### src/design/kic_pkg.sv
`timescale 1ns / 1ps

package kic_pkg;

   localparam int DIV_W     = 64;
   localparam int DIV_CNT_W = 7;

   localparam logic [1:0] KIND_POINT = 2'd0;
   localparam logic [1:0] KIND_CENT  = 2'd1;
   localparam logic [1:0] KIND_RUN   = 2'd2;
   localparam logic [1:0] KIND_READ  = 2'd3;

   localparam logic [1:0] STAT_OK    = 2'd0;
   localparam logic [1:0] STAT_LIMIT = 2'd1;
   localparam logic [1:0] STAT_ZERO  = 2'd2;

   localparam logic [1:0] CSR_POINT_COUNT   = 2'd0;
   localparam logic [1:0] CSR_CLUSTER_COUNT = 2'd1;
   localparam logic [1:0] CSR_THRESHOLD     = 2'd2;

   localparam logic [10:0] POINT_COUNT_RST   = 11'd1024;
   localparam logic [4:0]  CLUSTER_COUNT_RST = 5'd16;
   localparam logic [6:0]  THRESHOLD_RST     = 7'd1;

   typedef struct packed {
      logic [1:0]         kind;
      logic [9:0]         entry;
      logic [3:0]         dim;
      logic signed [31:0] value;
   } req_payload_type;

   typedef struct packed {
      logic signed [31:0] data;
      logic [6:0]         iterations;
      logic [1:0]         status;
   } rsp_payload_type;

   typedef enum logic [3:0] {
      ST_IDLE,
      ST_READ,
      ST_CLEAR,
      ST_ASSIGN,
      ST_ASSIGN_WAIT,
      ST_UPD_LBL,
      ST_UPD_LAB,
      ST_UPD_RD,
      ST_UPD_WR,
      ST_DIV_RD,
      ST_DIV_START,
      ST_DIV_WAIT,
      ST_CHECK,
      ST_PCT_WAIT,
      ST_EMIT
   } state_type;

endpackage

### src/design/kic_div.sv
`timescale 1ns / 1ps

// Restoring unsigned divider, one quotient bit per cycle.
module kic_div (
   input  logic                      clock,
   input  logic                      reset,
   input  logic                      start,
   input  logic [kic_pkg::DIV_W-1:0] dividend,
   input  logic [kic_pkg::DIV_W-1:0] divisor,
   output logic                      busy,
   output logic                      done,
   output logic [kic_pkg::DIV_W-1:0] quotient
);

   localparam int W = kic_pkg::DIV_W;

   logic [W:0]                      rem_ff, rem_in;
   logic [W-1:0]                    quo_ff, quo_in;
   logic [W-1:0]                    den_ff, den_in;
   logic [kic_pkg::DIV_CNT_W-1:0]   cnt_ff, cnt_in;
   logic                            busy_ff, busy_in;
   logic                            done_ff, done_in;
   logic [W:0]                      shifted;
   logic [W+1:0]                    trial;

   assign shifted = {rem_ff[W-1:0], quo_ff[W-1]};
   assign trial   = {1'b0, shifted} - {2'b00, den_ff};

   always_comb begin
      rem_in  = rem_ff;
      quo_in  = quo_ff;
      den_in  = den_ff;
      cnt_in  = cnt_ff;
      busy_in = busy_ff;
      done_in = 1'b0;
      if (start) begin
         rem_in  = '0;
         quo_in  = dividend;
         den_in  = divisor;
         cnt_in  = '0;
         busy_in = 1'b1;
      end else if (busy_ff) begin
         // shift in one dividend bit, subtract when it fits
         if (!trial[W+1]) begin
            rem_in = trial[W:0];
            quo_in = {quo_ff[W-2:0], 1'b1};
         end else begin
            rem_in = shifted;
            quo_in = {quo_ff[W-2:0], 1'b0};
         end
         cnt_in = cnt_ff + kic_pkg::DIV_CNT_W'(1);
         if (cnt_ff == kic_pkg::DIV_CNT_W'(W - 1)) begin
            busy_in = 1'b0;
            done_in = 1'b1;
         end
      end
   end

   always_ff @(posedge clock) begin
      rem_ff <= rem_in;
      quo_ff <= quo_in;
      den_ff <= den_in;
      cnt_ff <= cnt_in;
      if (reset) begin
         busy_ff <= 1'b0;
         done_ff <= 1'b0;
      end else begin
         busy_ff <= busy_in;
         done_ff <= done_in;
      end
   end

   assign busy     = busy_ff;
   assign done     = done_ff;
   assign quotient = quo_ff;

endmodule

### config.mk
export PLATFORM = sky130hd
export DESIGN_NAME = kic_div
export DESIGN_NICKNAME = d
export VERILOG_FILES = /design/src/design/kic_pkg.sv /design/src/design/kic_div.sv
export SDC_FILE = /design/constraint.sdc
export NUM_CORES = 1
export LEC_CHECK = 0
export BUFFER_PORTS_ARGS = -buffer_cell sky130_fd_sc_hd__clkbuf_2
export CORE_MARGIN = 5
export CORE_UTILIZATION = 57
export DETAILED_ROUTE_END_ITERATION = 8
export HOLD_SLACK_MARGIN = 0.03
export PLACE_DENSITY = 0.8
export SLEW_MARGIN = 0
export SYNTH_ARGS = -nofsm -noshare
export SYNTH_HDL_FRONTEND = slang
export SYNTH_SLANG_ARGS = --single-unit
### constraint.sdc
create_clock -name clock -period 4.55 [get_ports clock]
set_input_delay 0.2275 -clock clock [delete_from_list [all_inputs] [get_ports clock]]
set_output_delay 0.2275 -clock clock [all_outputs]
set_load 0.01 [all_outputs]
==> results.yml, run 1 <==
status:
  status: "completed"
sta:
  finalMaxSlewViolations: 0
  final_hold_viol_count: 0
  setup_slack_ns: 0.704
  period_minus_slack_ns: 3.85
  clock.fmax_mhz: 260
  grt_setup_unrepaired: "no"
  tns_ns: 0
  finalSetupViolations: 0
  timing.slew.headroom: 0.406
  finClkSkew_ns: 0.0225
  layout_worst_path_cycle_share: 0.845
  worst_slew_pin_slew_ns: 0.892
drt:
  initialDrtViolationCount: 678
  via_per_inst: 5.71
  drt_wl_cell_um: 18.7
  detail_route.drc_violations: 0
  detailedRoute.firstPassIterationCount: 8
  vias: 10100
  route.final.wire_length_um: 33100
  route.antenna.remaining_nets: 0
floorplanning:
  die_area_mm2: 0.0237
  start_util: 0.581
  die-height_um: 154
  core_region_area_mm2: 0.0204
  num_rows: 52
  die_w_um: 154
  io_pins: 197
power_and_ir_drop:
  total_power_mw: 5.40
  vdd.ir_drop.worst_uv: 286
  power_per_cell_area_mw_per_mm2: 361
  p_leak_nw: 6.36
layout:
  most_common_cell_after_layout_fill_and_taps_aside: "clkbuf_2"
  design.final.nets: 1679
  final_layout_size_suffix_gt1_frac: 0.218
  area_growth_pct: 26.6
  fillers: 1392
  final_cell_mix: "195 x clkbuf_2, 129 x dlygate4sd3_1, 128 x edfxtp_1, 100 x nor2_1, 85 x inv_1"
cts:
  worst_skew_pair.late_latency_ns: 0.53
  htree_levels: 1
  cts.path.max_buffers: 3
  cts-resized-gates: 0
  number_of_cts_inserted_buffers: 23
  cts.sink_count: 201
  tritoncts_clock_tree: "built"
  ctsRootBufferMaster: "clkbuf_16"
  worst_setup_hold_path_clk_slew_ns: 0.06
synthesis:
  yosys_warnings: 0
  synth_area_leader_cell: "edfxtp_1"
  synth_cell_type_count: 70
  synth_top_area_frac: 0.325
  ys_seq_area_frac: 0.448
  postSynth.asyncResetShare: 0
  synth_enable_flop_cells: 128
  post_synth_inst_count: 1183
  synthTopCellsByArea: "edfxtp_1 32%, dfxtp_1 12%, ha_1 6.9%"
  synthesis.nets: 1380
  average_instance_area_after_synthesis_um2: 10.0
  synthesis.area_mm2: 0.0118
  synth_flop_cell: "edfxtp_1"
  synth.ff_latch_count: 201
grt:
  grt_pass1_wl_um: 52000
  globalRouteMet2Util: 0.453
  grt.overflow.total: 0
  grt_pass1_vias: 10100
  globalRouteMet3Util: 0.0582
  groute.usage.overall: 0.266
  antenna_found_initial: 2
  gr-usage-met1: 0.338
  gr-max-usage-layer: "met2"
  maximum_number_of_pins_on_one_net_before_global_route_repair: 73
worst_setup_path:
  reg2regPathDepth: 14
  timing.critical_path.required_ns: 4.92
  crit_type: "reg2reg"
  crit_path_end_kind: "flip-flop"
  crit_path_max_fanout: 52
  worstPathArrival_ns: 4.22
  timing.critical_path.from_type: "flip-flop"
worst_hold_path:
  holdCritPathClass: "in2reg"
  whs_path_depth: 1
placement:
  placement.io_buffers: 196
  dp.final_hpwl_um: 21500
  gp_congestion: 0.955
  dp_slack_ns: 0.721
job:
  max_cap_viol: 0
-- layer usage --
layer | up-vias | routed length [um]
li1 | 4929 | -
met1 | 4716 | 13700
met2 | 395 | 16000
met3 | 65 | 2280
met4 | 0 | 1090
met5 | - | 0
-- path summary, 6_finish.rpt --
| path | start | to | slack [ns] |
|---|---|---|---|
| worst max-delay path | den_ff[7] | rem_ff[46] | 0.70 |
| worst min register to register | cnt_ff[5] | cnt_ff[5] | 0.50 |
| worst min-delay path | start | den_ff[41] | 0.19 |
| worst max register to register | den_ff[7] | rem_ff[46] | 0.70 |
-- through the flow --
stage	hold slack [ns]	utilization	area, um2	cells
floorplan	0.300	-	11800	1183
global placement	0.404	0.636	12900	1598
detailed placement	0.405	0.636	12900	1598
CTS	0.183	0.735	15000	1769
global route	0.197	0.735	15000	1771
finish	0.187	0.735	15000	1771
-- synthesized netlist by cell type (3+ instances only) --
master	number
nor2b_1	4
o41ai_2	3
buf_2	9
dfxtp_1	73
a211oi_1	46
and3_1	4
xnor2_1	33
inv_1	86
a311oi_1	5
a21boi_0	6
o211ai_1	6
mux2i_1	32
nor2_1	100
xor2_1	30
nor3b_1	5
o21ai_0	63
buf_6	4
o21a_1	10
and2_1	6
o22ai_1	6
a211o_1	4
nor3_1	16
ha_1	65
edfxtp_1	128
a22oi_1	6
clkbuf_1	44
or3_1	3
nand3_1	21
a31oi_1	10
nand2b_1	11
nand2_1	80
mux2_2	64
nand4_1	17
a21o_1	36
o21bai_1	14
a21oi_1	84
a221oi_1	3
o21ai_1	8
-- final cells by class --
class	instances	area [um2]	share of cell area
Sequential cell	201	5310	0.355
Tap cell	270	338	0.0226
Multi-Input combinational cell	836	5920	0.395
Clock inverter	12	101	0.00677
Clock buffer	30	632	0.0422
Timing Repair Buffer	334	2350	0.157
Inverter	86	323	0.0216
Antenna cell	2	5.00	0.000334
-- state kept, by name, indices dropped and copies added (netlist names) --
name,count
cnt_ff,7
den_ff,64
done,1
busy,1
rem_ff,64
quotient,64
-- timing repair --
item,CTS,global route
buffers inserted,0,0
hold endpoints to repair,130,0
hold buffers,129,0
-- critical path, stage by stage (launching register included) --
cell and delay, ns:
edfxtp_1 0.33, inv_1 0.05, ha_1 0.39, and4_4 0.28, nand2_1 0.07, a2111oi_2 0.34
o21ai_1 0.18, a2111o_1 0.45, nand2_2 0.14, o2111ai_4 0.21, nand2_4 0.59, buf_4 0.31
nor3_1 0.08, a21oi_1 0.14, o21ai_0 0.13
-- cell families (layout without fill, tap and decap cells) --
| logic type | Yosys count | in the layout | share of synthesized area |
|---|---|---|---|
| flops | 201 | 201 | 0.448 |
| simple gates | 280 | 280 | 0.109 |
| buf+inv | 146 | 462 | 0.0516 |
| xor+xnor | 63 | 63 | 0.0466 |
| fa+ha+maj | 66 | 66 | 0.0704 |
| other cells | 0 | 2 | 0 |
| compound gates | 331 | 331 | 0.185 |
| mux | 96 | 96 | 0.0880 |
-- report_power, final --
part	switching, mW	internal [mW]
Sequential	0.113	2.12
Clock	0.777	1.04
Combinational	0.758	0.586
Total	1.65	3.75
(Power assumes the default switching activity.)
==> run 2: changes to the inputs <==
--- a/config.mk
+++ b/config.mk
@@ -7,10 +7,10 @@
 export LEC_CHECK = 0
 export BUFFER_PORTS_ARGS = -buffer_cell sky130_fd_sc_hd__clkbuf_2
 export CORE_MARGIN = 5
-export CORE_UTILIZATION = 57
+export CORE_UTILIZATION = 52
 export DETAILED_ROUTE_END_ITERATION = 8
 export HOLD_SLACK_MARGIN = 0.03
-export PLACE_DENSITY = 0.8
+export PLACE_DENSITY = 0.76
 export SLEW_MARGIN = 0
 export SYNTH_ARGS = -nofsm -noshare
 export SYNTH_HDL_FRONTEND = slang
==> constraint.sdc (replaced) <==
create_clock -name clock -period 3.26 [get_ports clock]
set_input_delay 0.163 -clock clock [delete_from_list [all_inputs] [get_ports clock]]
set_output_delay 0.163 -clock clock [all_outputs]
set_load 0.01 [all_outputs]
==> run 2 against run 1 <==
  * Cell count is 6.3% higher
  * Clock skew decreased by 0.012 ns
  * Register-to-register slack got worse by 0.62 ns
  * Worst hold slack worse by 0.11 ns
  * Sequential share of layout area shrank 2.7 points
  * Combinational power grew 69%
  * Total power is 45% higher
  * Critical endpoint is now quotient[0]
==> results.yml, run 2 (same netlist as run 1, synthesis figures left out) <==
status:
  status: "completed"
power_and_ir_drop:
  vdd.ir_drop.worst_uv: 396
  power_per_cell_area_mw_per_mm2: 483
  p_leak_nw: 6.92
floorplanning:
  start_util: 0.526
  die_w_um: 161
  core_region_area_mm2: 0.0225
  die_area_mm2: 0.0259
  die-height_um: 161
  io_pins: 197
  num_rows: 55
drt:
  route.final.wire_length_um: 33800
  initialDrtViolationCount: 727
  via_per_inst: 5.58
  route.antenna.remaining_nets: 0
  detail_route.drc_violations: 0
  detailedRoute.firstPassIterationCount: 5
  drt_wl_cell_um: 17.9
  vias: 10500
layout:
  design.final.nets: 1776
  area_growth_pct: 37.2
  final_layout_size_suffix_gt1_frac: 0.304
  most_common_cell_after_layout_fill_and_taps_aside: "clkbuf_2"
  insertedDiodeCount: 0
  final_cell_mix: "195 x clkbuf_2, 129 x dlygate4sd3_1, 128 x edfxtp_1, 99 x buf_4, 96 x nor2_1"
job:
  max_cap_viol: 0
placement:
  dp_slack_ns: -0.243
  gp_congestion: 0.917
  placement.io_buffers: 196
  dp.final_hpwl_um: 22800
sta:
  clock.fmax_mhz: 315
  final_hold_viol_count: 0
  layout_worst_path_cycle_share: 0.973
  finClkSkew_ns: 0.0104
  timing.slew.headroom: 0.300
  worst_slew_pin_slew_ns: 1.05
  tns_ns: 0
  period_minus_slack_ns: 3.17
  finalMaxSlewViolations: 0
  setup_slack_ns: 0.0889
  finalSetupViolations: 0
worst_hold_path:
  holdCritStartpoint: "start"
  timing.hold.worst_endpoint: "den_ff[45]"
  whs_path_depth: 1
  holdCritPathClass: "in2reg"
grt:
  grt_pass1_vias: 10500
  maximum_number_of_pins_on_one_net_before_global_route_repair: 76
  grt_pass1_wl_um: 52300
  groute.usage.overall: 0.244
  grt.overflow.total: 0
  antenna_found_initial: 0
worst_setup_path:
  crit_path_end_kind: "flip-flop"
  timing.critical_path.from_type: "flip-flop"
  r2r_start: "den_ff[24]"
  reg2regPathDepth: 14
  reg2reg_slack_ns: 0.09
  crit_path_max_fanout: 8
  crit_type: "reg2reg"
  regToRegEndpoint: "quotient[0]"
  timing.critical_path.required_ns: 3.55
  worstPathArrival_ns: 3.46
cts:
  number_of_cts_inserted_buffers: 24
  cts.sink_count: 201
  ctsRootBufferMaster: "clkbuf_16"
  worst_skew_pair.late_latency_ns: 0.53
  worst_setup_hold_path_clk_slew_ns: 0.06
  cts.path.max_buffers: 3
  htree_levels: 1
  tritoncts_clock_tree: "built"
## run 2: changes by cell type in the layout (fill, tap and decap cells not counted), moves of 5 or more
cell | previous run | this run
a21oi_2 | 1 | 8
o21ai_0 | 63 | 55
buf_4 | 9 | 99
a21oi_1 | 84 | 76
ha_4 | 0 | 12
ha_1 | 65 | 52
inv_2 | 1 | 6
inv_1 | 85 | 80
## run 2: how the worst max path moves through the flow
stage | cells after the start | end | from | slack [ns]
floorplan | 15 | rem_ff[60] | quotient[63] | 0.01
global placement | 17 | rem_ff[62] | quotient[63] | -0.16
detailed placement | 17 | rem_ff[62] | quotient[63] | -0.24
CTS | 16 | rem_ff[60] | quotient[63] | 0.003
global route | 15 | rem_ff[50] | den_ff[13] | -0.06
finish | 14 | quotient[0] | den_ff[24] | 0.09
## run 2: metal layers
| metal | up-vias | global-route usage | routed length (um) |
|---|---|---|---|
| met1 | 4900 | 0.308 | 14000 |
| met5 | - | 0 | 0 |
| met3 | 66 | 0.0536 | 2480 |
| met4 | 0 | 0.0799 | 1100 |
| li1 | 5125 | - | - |
| met2 | 402 | 0.419 | 16200 |
## run 2: critical path, cell delays in order (launching register included)
cell and delay, ns:
edfxtp_1 0.36, inv_1 0.09, ha_1 0.27, buf_4 0.16
a21oi_2 0.14, o21ai_0 0.12, a21oi_2 0.20, nor2_2 0.08
nor4b_2 0.30, nand2_2 0.12, o2111ai_4 0.34, nand2_8 0.15
buf_12 0.20, buf_4 0.14, mux2_2 0.26
## run 2: metrics by stage
stage / hold WS (ns) / cells / utilization / power [mW] / cell area, um2
finish: 0.0747 / 1882 / 0.721 / 7.84 / 16200
global route: 0.0798 / 1882 / 0.721 / 8.25 / 16200
CTS: 0.0698 / 1870 / 0.698 / 7.69 / 15700
detailed placement: 0.342 / 1697 / 0.605 / 5.06 / 13600
global placement: 0.340 / 1697 / 0.605 / 5.02 / 13600
floorplan: 0.235 / 1183 / - / 4.38 / 11800
## run 2: where the power goes
group	switching (mW)	leakage, nW	internal (mW)
logic	1.18	4.70	1.07
clock network	1.10	0.352	1.37
registers	0.151	1.87	2.96
## run 2: layout make-up
cell class,count,area [um2]
Timing Repair Buffer,429,3130
Clock buffer,26,608
Fill cell,1576,6270
Multi-Input combinational cell,837,6370
Tap cell,285,357
Clock inverter,18,128
Inverter,86,323
Sequential cell,201,5310
## run 2: repair_timing
action	in CTS	in global routing
endpoints found under the hold margin	130	0
cloned	0	3
hold buffers	129	0
pin swaps	4	31
setup endpoints to repair	12	63
buffers inserted	0	10
gates resized for setup	12	78
==> run 3: changes to the inputs <==
--- a/config.mk
+++ b/config.mk
@@ -7,10 +7,10 @@
 export LEC_CHECK = 0
 export BUFFER_PORTS_ARGS = -buffer_cell sky130_fd_sc_hd__clkbuf_2
 export CORE_MARGIN = 5
-export CORE_UTILIZATION = 52
+export CORE_UTILIZATION = 45
 export DETAILED_ROUTE_END_ITERATION = 8
 export HOLD_SLACK_MARGIN = 0.03
-export PLACE_DENSITY = 0.76
+export PLACE_DENSITY = 0.68
 export SLEW_MARGIN = 0
 export SYNTH_ARGS = -nofsm -noshare
 export SYNTH_HDL_FRONTEND = slang
==> run 3 against run 2 <==
  * Global-route usage decreased by 2.7 points
  * Critical path depth rose by 3
  * Sequential power is essentially flat
  * Combinational power hardly changed
  * Largest power group unchanged
==> results.yml, run 3 (same netlist as run 1, synthesis figures left out) <==
status:
  status: "completed"
cts:
  worst_skew_pair.late_latency_ns: 0.55
  cts.path.max_buffers: 3
  htree_levels: 1
  number_of_cts_inserted_buffers: 25
  cts.sink_count: 201
  tritoncts_clock_tree: "built"
  ctsRootBufferMaster: "clkbuf_16"
  worst_setup_hold_path_clk_slew_ns: 0.06
sta:
  setup_slack_ns: 0.0119
  timing.slew.headroom: 0.387
  final_hold_viol_count: 0
  fin_hold_ws_ns: 0.0683
  clock.fmax_mhz: 308
  layout_worst_path_cycle_share: 0.996
  grt_setup_unrepaired: "yes"
  period_minus_slack_ns: 3.25
  worst_slew_pin_slew_ns: 0.920
  finalMaxSlewViolations: 0
  finClkSkew_ns: 0.0169
  finalSetupViolations: 0
layout:
  area_growth_pct: 39.3
  final_layout_size_suffix_gt1_frac: 0.310
  most_common_cell_after_layout_fill_and_taps_aside: "clkbuf_2"
  layout.cell_area.non_filler_mm2: 0.0165
  design.final.nets: 1785
  fillers: 2056
  final_cells: 1943
  final_cell_mix: "196 x clkbuf_2, 129 x dlygate4sd3_1, 128 x edfxtp_1, 99 x buf_4, 95 x nor2_1"
placement:
  dp.final_hpwl_um: 22900
  gp_congestion: 0.885
  placement.io_buffers: 196
  detailed_place.area_mm2: 0.0138
  dp_slack_ns: -0.289
  dp_cells: 1755
grt:
  grt_pass1_wl_um: 53000
  grt.overflow.total: 0
  groute.usage.overall: 0.218
  maximum_number_of_pins_on_one_net_before_global_route_repair: 75
  antenna_found_initial: 1
  grt_pass1_vias: 10600
worst_hold_path:
  timing.hold.worst_endpoint: "cnt_ff[2]"
  holdCritStartpoint: "start"
  whs_path_depth: 2
  holdCritPathClass: "in2reg"
worst_setup_path:
  timing.critical_path.required_ns: 3.71
  crit_type: "reg2reg"
  reg2regPathDepth: 17
  worstPathArrival_ns: 3.70
  regToRegEndpoint: "rem_ff[52]"
  reg2reg_slack_ns: 0.01
  timing.critical_path.from_type: "flip-flop"
  r2r_start: "quotient[63]"
  crit_path_end_kind: "flip-flop"
  crit_path_max_fanout: 3
floorplanning:
  io_pins: 197
  die_area_mm2: 0.0296
  die_w_um: 172
  die-height_um: 172
  core_region_area_mm2: 0.0260
  start_util: 0.455
  num_rows: 59
job:
  max_cap_viol: 0
drt:
  via_per_inst: 5.36
  route.final.wire_length_um: 33500
  drt_wl_cell_um: 17.3
  initialDrtViolationCount: 612
  route.antenna.remaining_nets: 0
  vias: 10400
  detail_route.drc_violations: 0
  detailedRoute.firstPassIterationCount: 5
power_and_ir_drop:
  p_leak_nw: 6.98
  power_per_cell_area_mw_per_mm2: 485
  total_power_mw: 8.00
  vdd.ir_drop.worst_uv: 496
[run 3: cell types whose count changed in the layout (fill, tap and decap cells not counted), sizes merged]
cell and delta:
clkinvlp -1, diode +1, clkinv -4, clkbuf +8, nand2 -1, buf +7
inv +1
[run 3: where the power goes]
part           leakage (nW)  total, mW  switching, mW  internal (mW)
clock network         0.371       2.59           1.13           1.47
registers              1.87       3.11          0.149           2.96
logic                  4.74       2.29           1.18           1.11
[run 3: through the flow]
step,TNS (ns),util
global route,-1.16,0.634
finish,0,0.634
CTS,-0.0234,0.611
floorplan,0,-
global placement,-0.422,0.530
detailed placement,-1.66,0.530
[run 3: worst max-delay path: stages (launching register included)]
cell and delay (ns):
edfxtp_1 0.41, inv_2 0.09, ha_4 0.13, inv_2 0.04, fa_2 0.38, a211oi_4 0.28, o21ai_2 0.10, a211oi_2 0.31
a2111oi_4 0.10, o41ai_2 0.32, buf_4 0.19, o31ai_4 0.07, nand3_2 0.12, buf_4 0.11, nand2_1 0.05, xor2_1 0.18
mux2i_1 0.10, a211oi_1 0.19
[run 3: cell type report]
class | count | area [um2] | area share
multi-input combinational | 836 | 6400 | 0.388
sequential | 201 | 5310 | 0.322
timing repair buffer | 438 | 3260 | 0.198
clock buffer | 32 | 672 | 0.0408
tap | 335 | 419 | 0.0254
inverter | 86 | 323 | 0.0196
clock inverter | 14 | 92.6 | 0.00562
antenna | 1 | 2.50 | 0.000152
[run 3: repair_timing]
| action | CTS | global route |
|---|---|---|
| hold buffers | 129 | 0 |
| pin swaps | 3 | 45 |
| resized for setup | 11 | 89 |
| setup buffers | 0 | 12 |
| gates cloned | 0 | 3 |
| endpoints found under the hold margin | 130 | 0 |
| setup endpoints to repair | 31 | 58 |
[run 3: worst max path at each step]
stage                             to  cells after the start    startpoint
after floorplan           rem_ff[60]                     15  quotient[63]
after global placement    rem_ff[56]                     17  quotient[63]
after detailed placement  rem_ff[56]                     17  quotient[63]
after CTS                 rem_ff[51]                     12    den_ff[24]
after global routing      rem_ff[52]                     17  quotient[63]
final                     rem_ff[52]                     17  quotient[63]
[run 3: per-layer routing]
metal,share of wire,vias to the layer above,routed length [um],track usage
met2,0.47,358,15600,0.364
met5,0,-,0,0
met1,0.44,4854,14700,0.290
met4,0.027,0,921,0.0588
li1,-,5144,-,-
met3,0.068,56,2280,0.0446
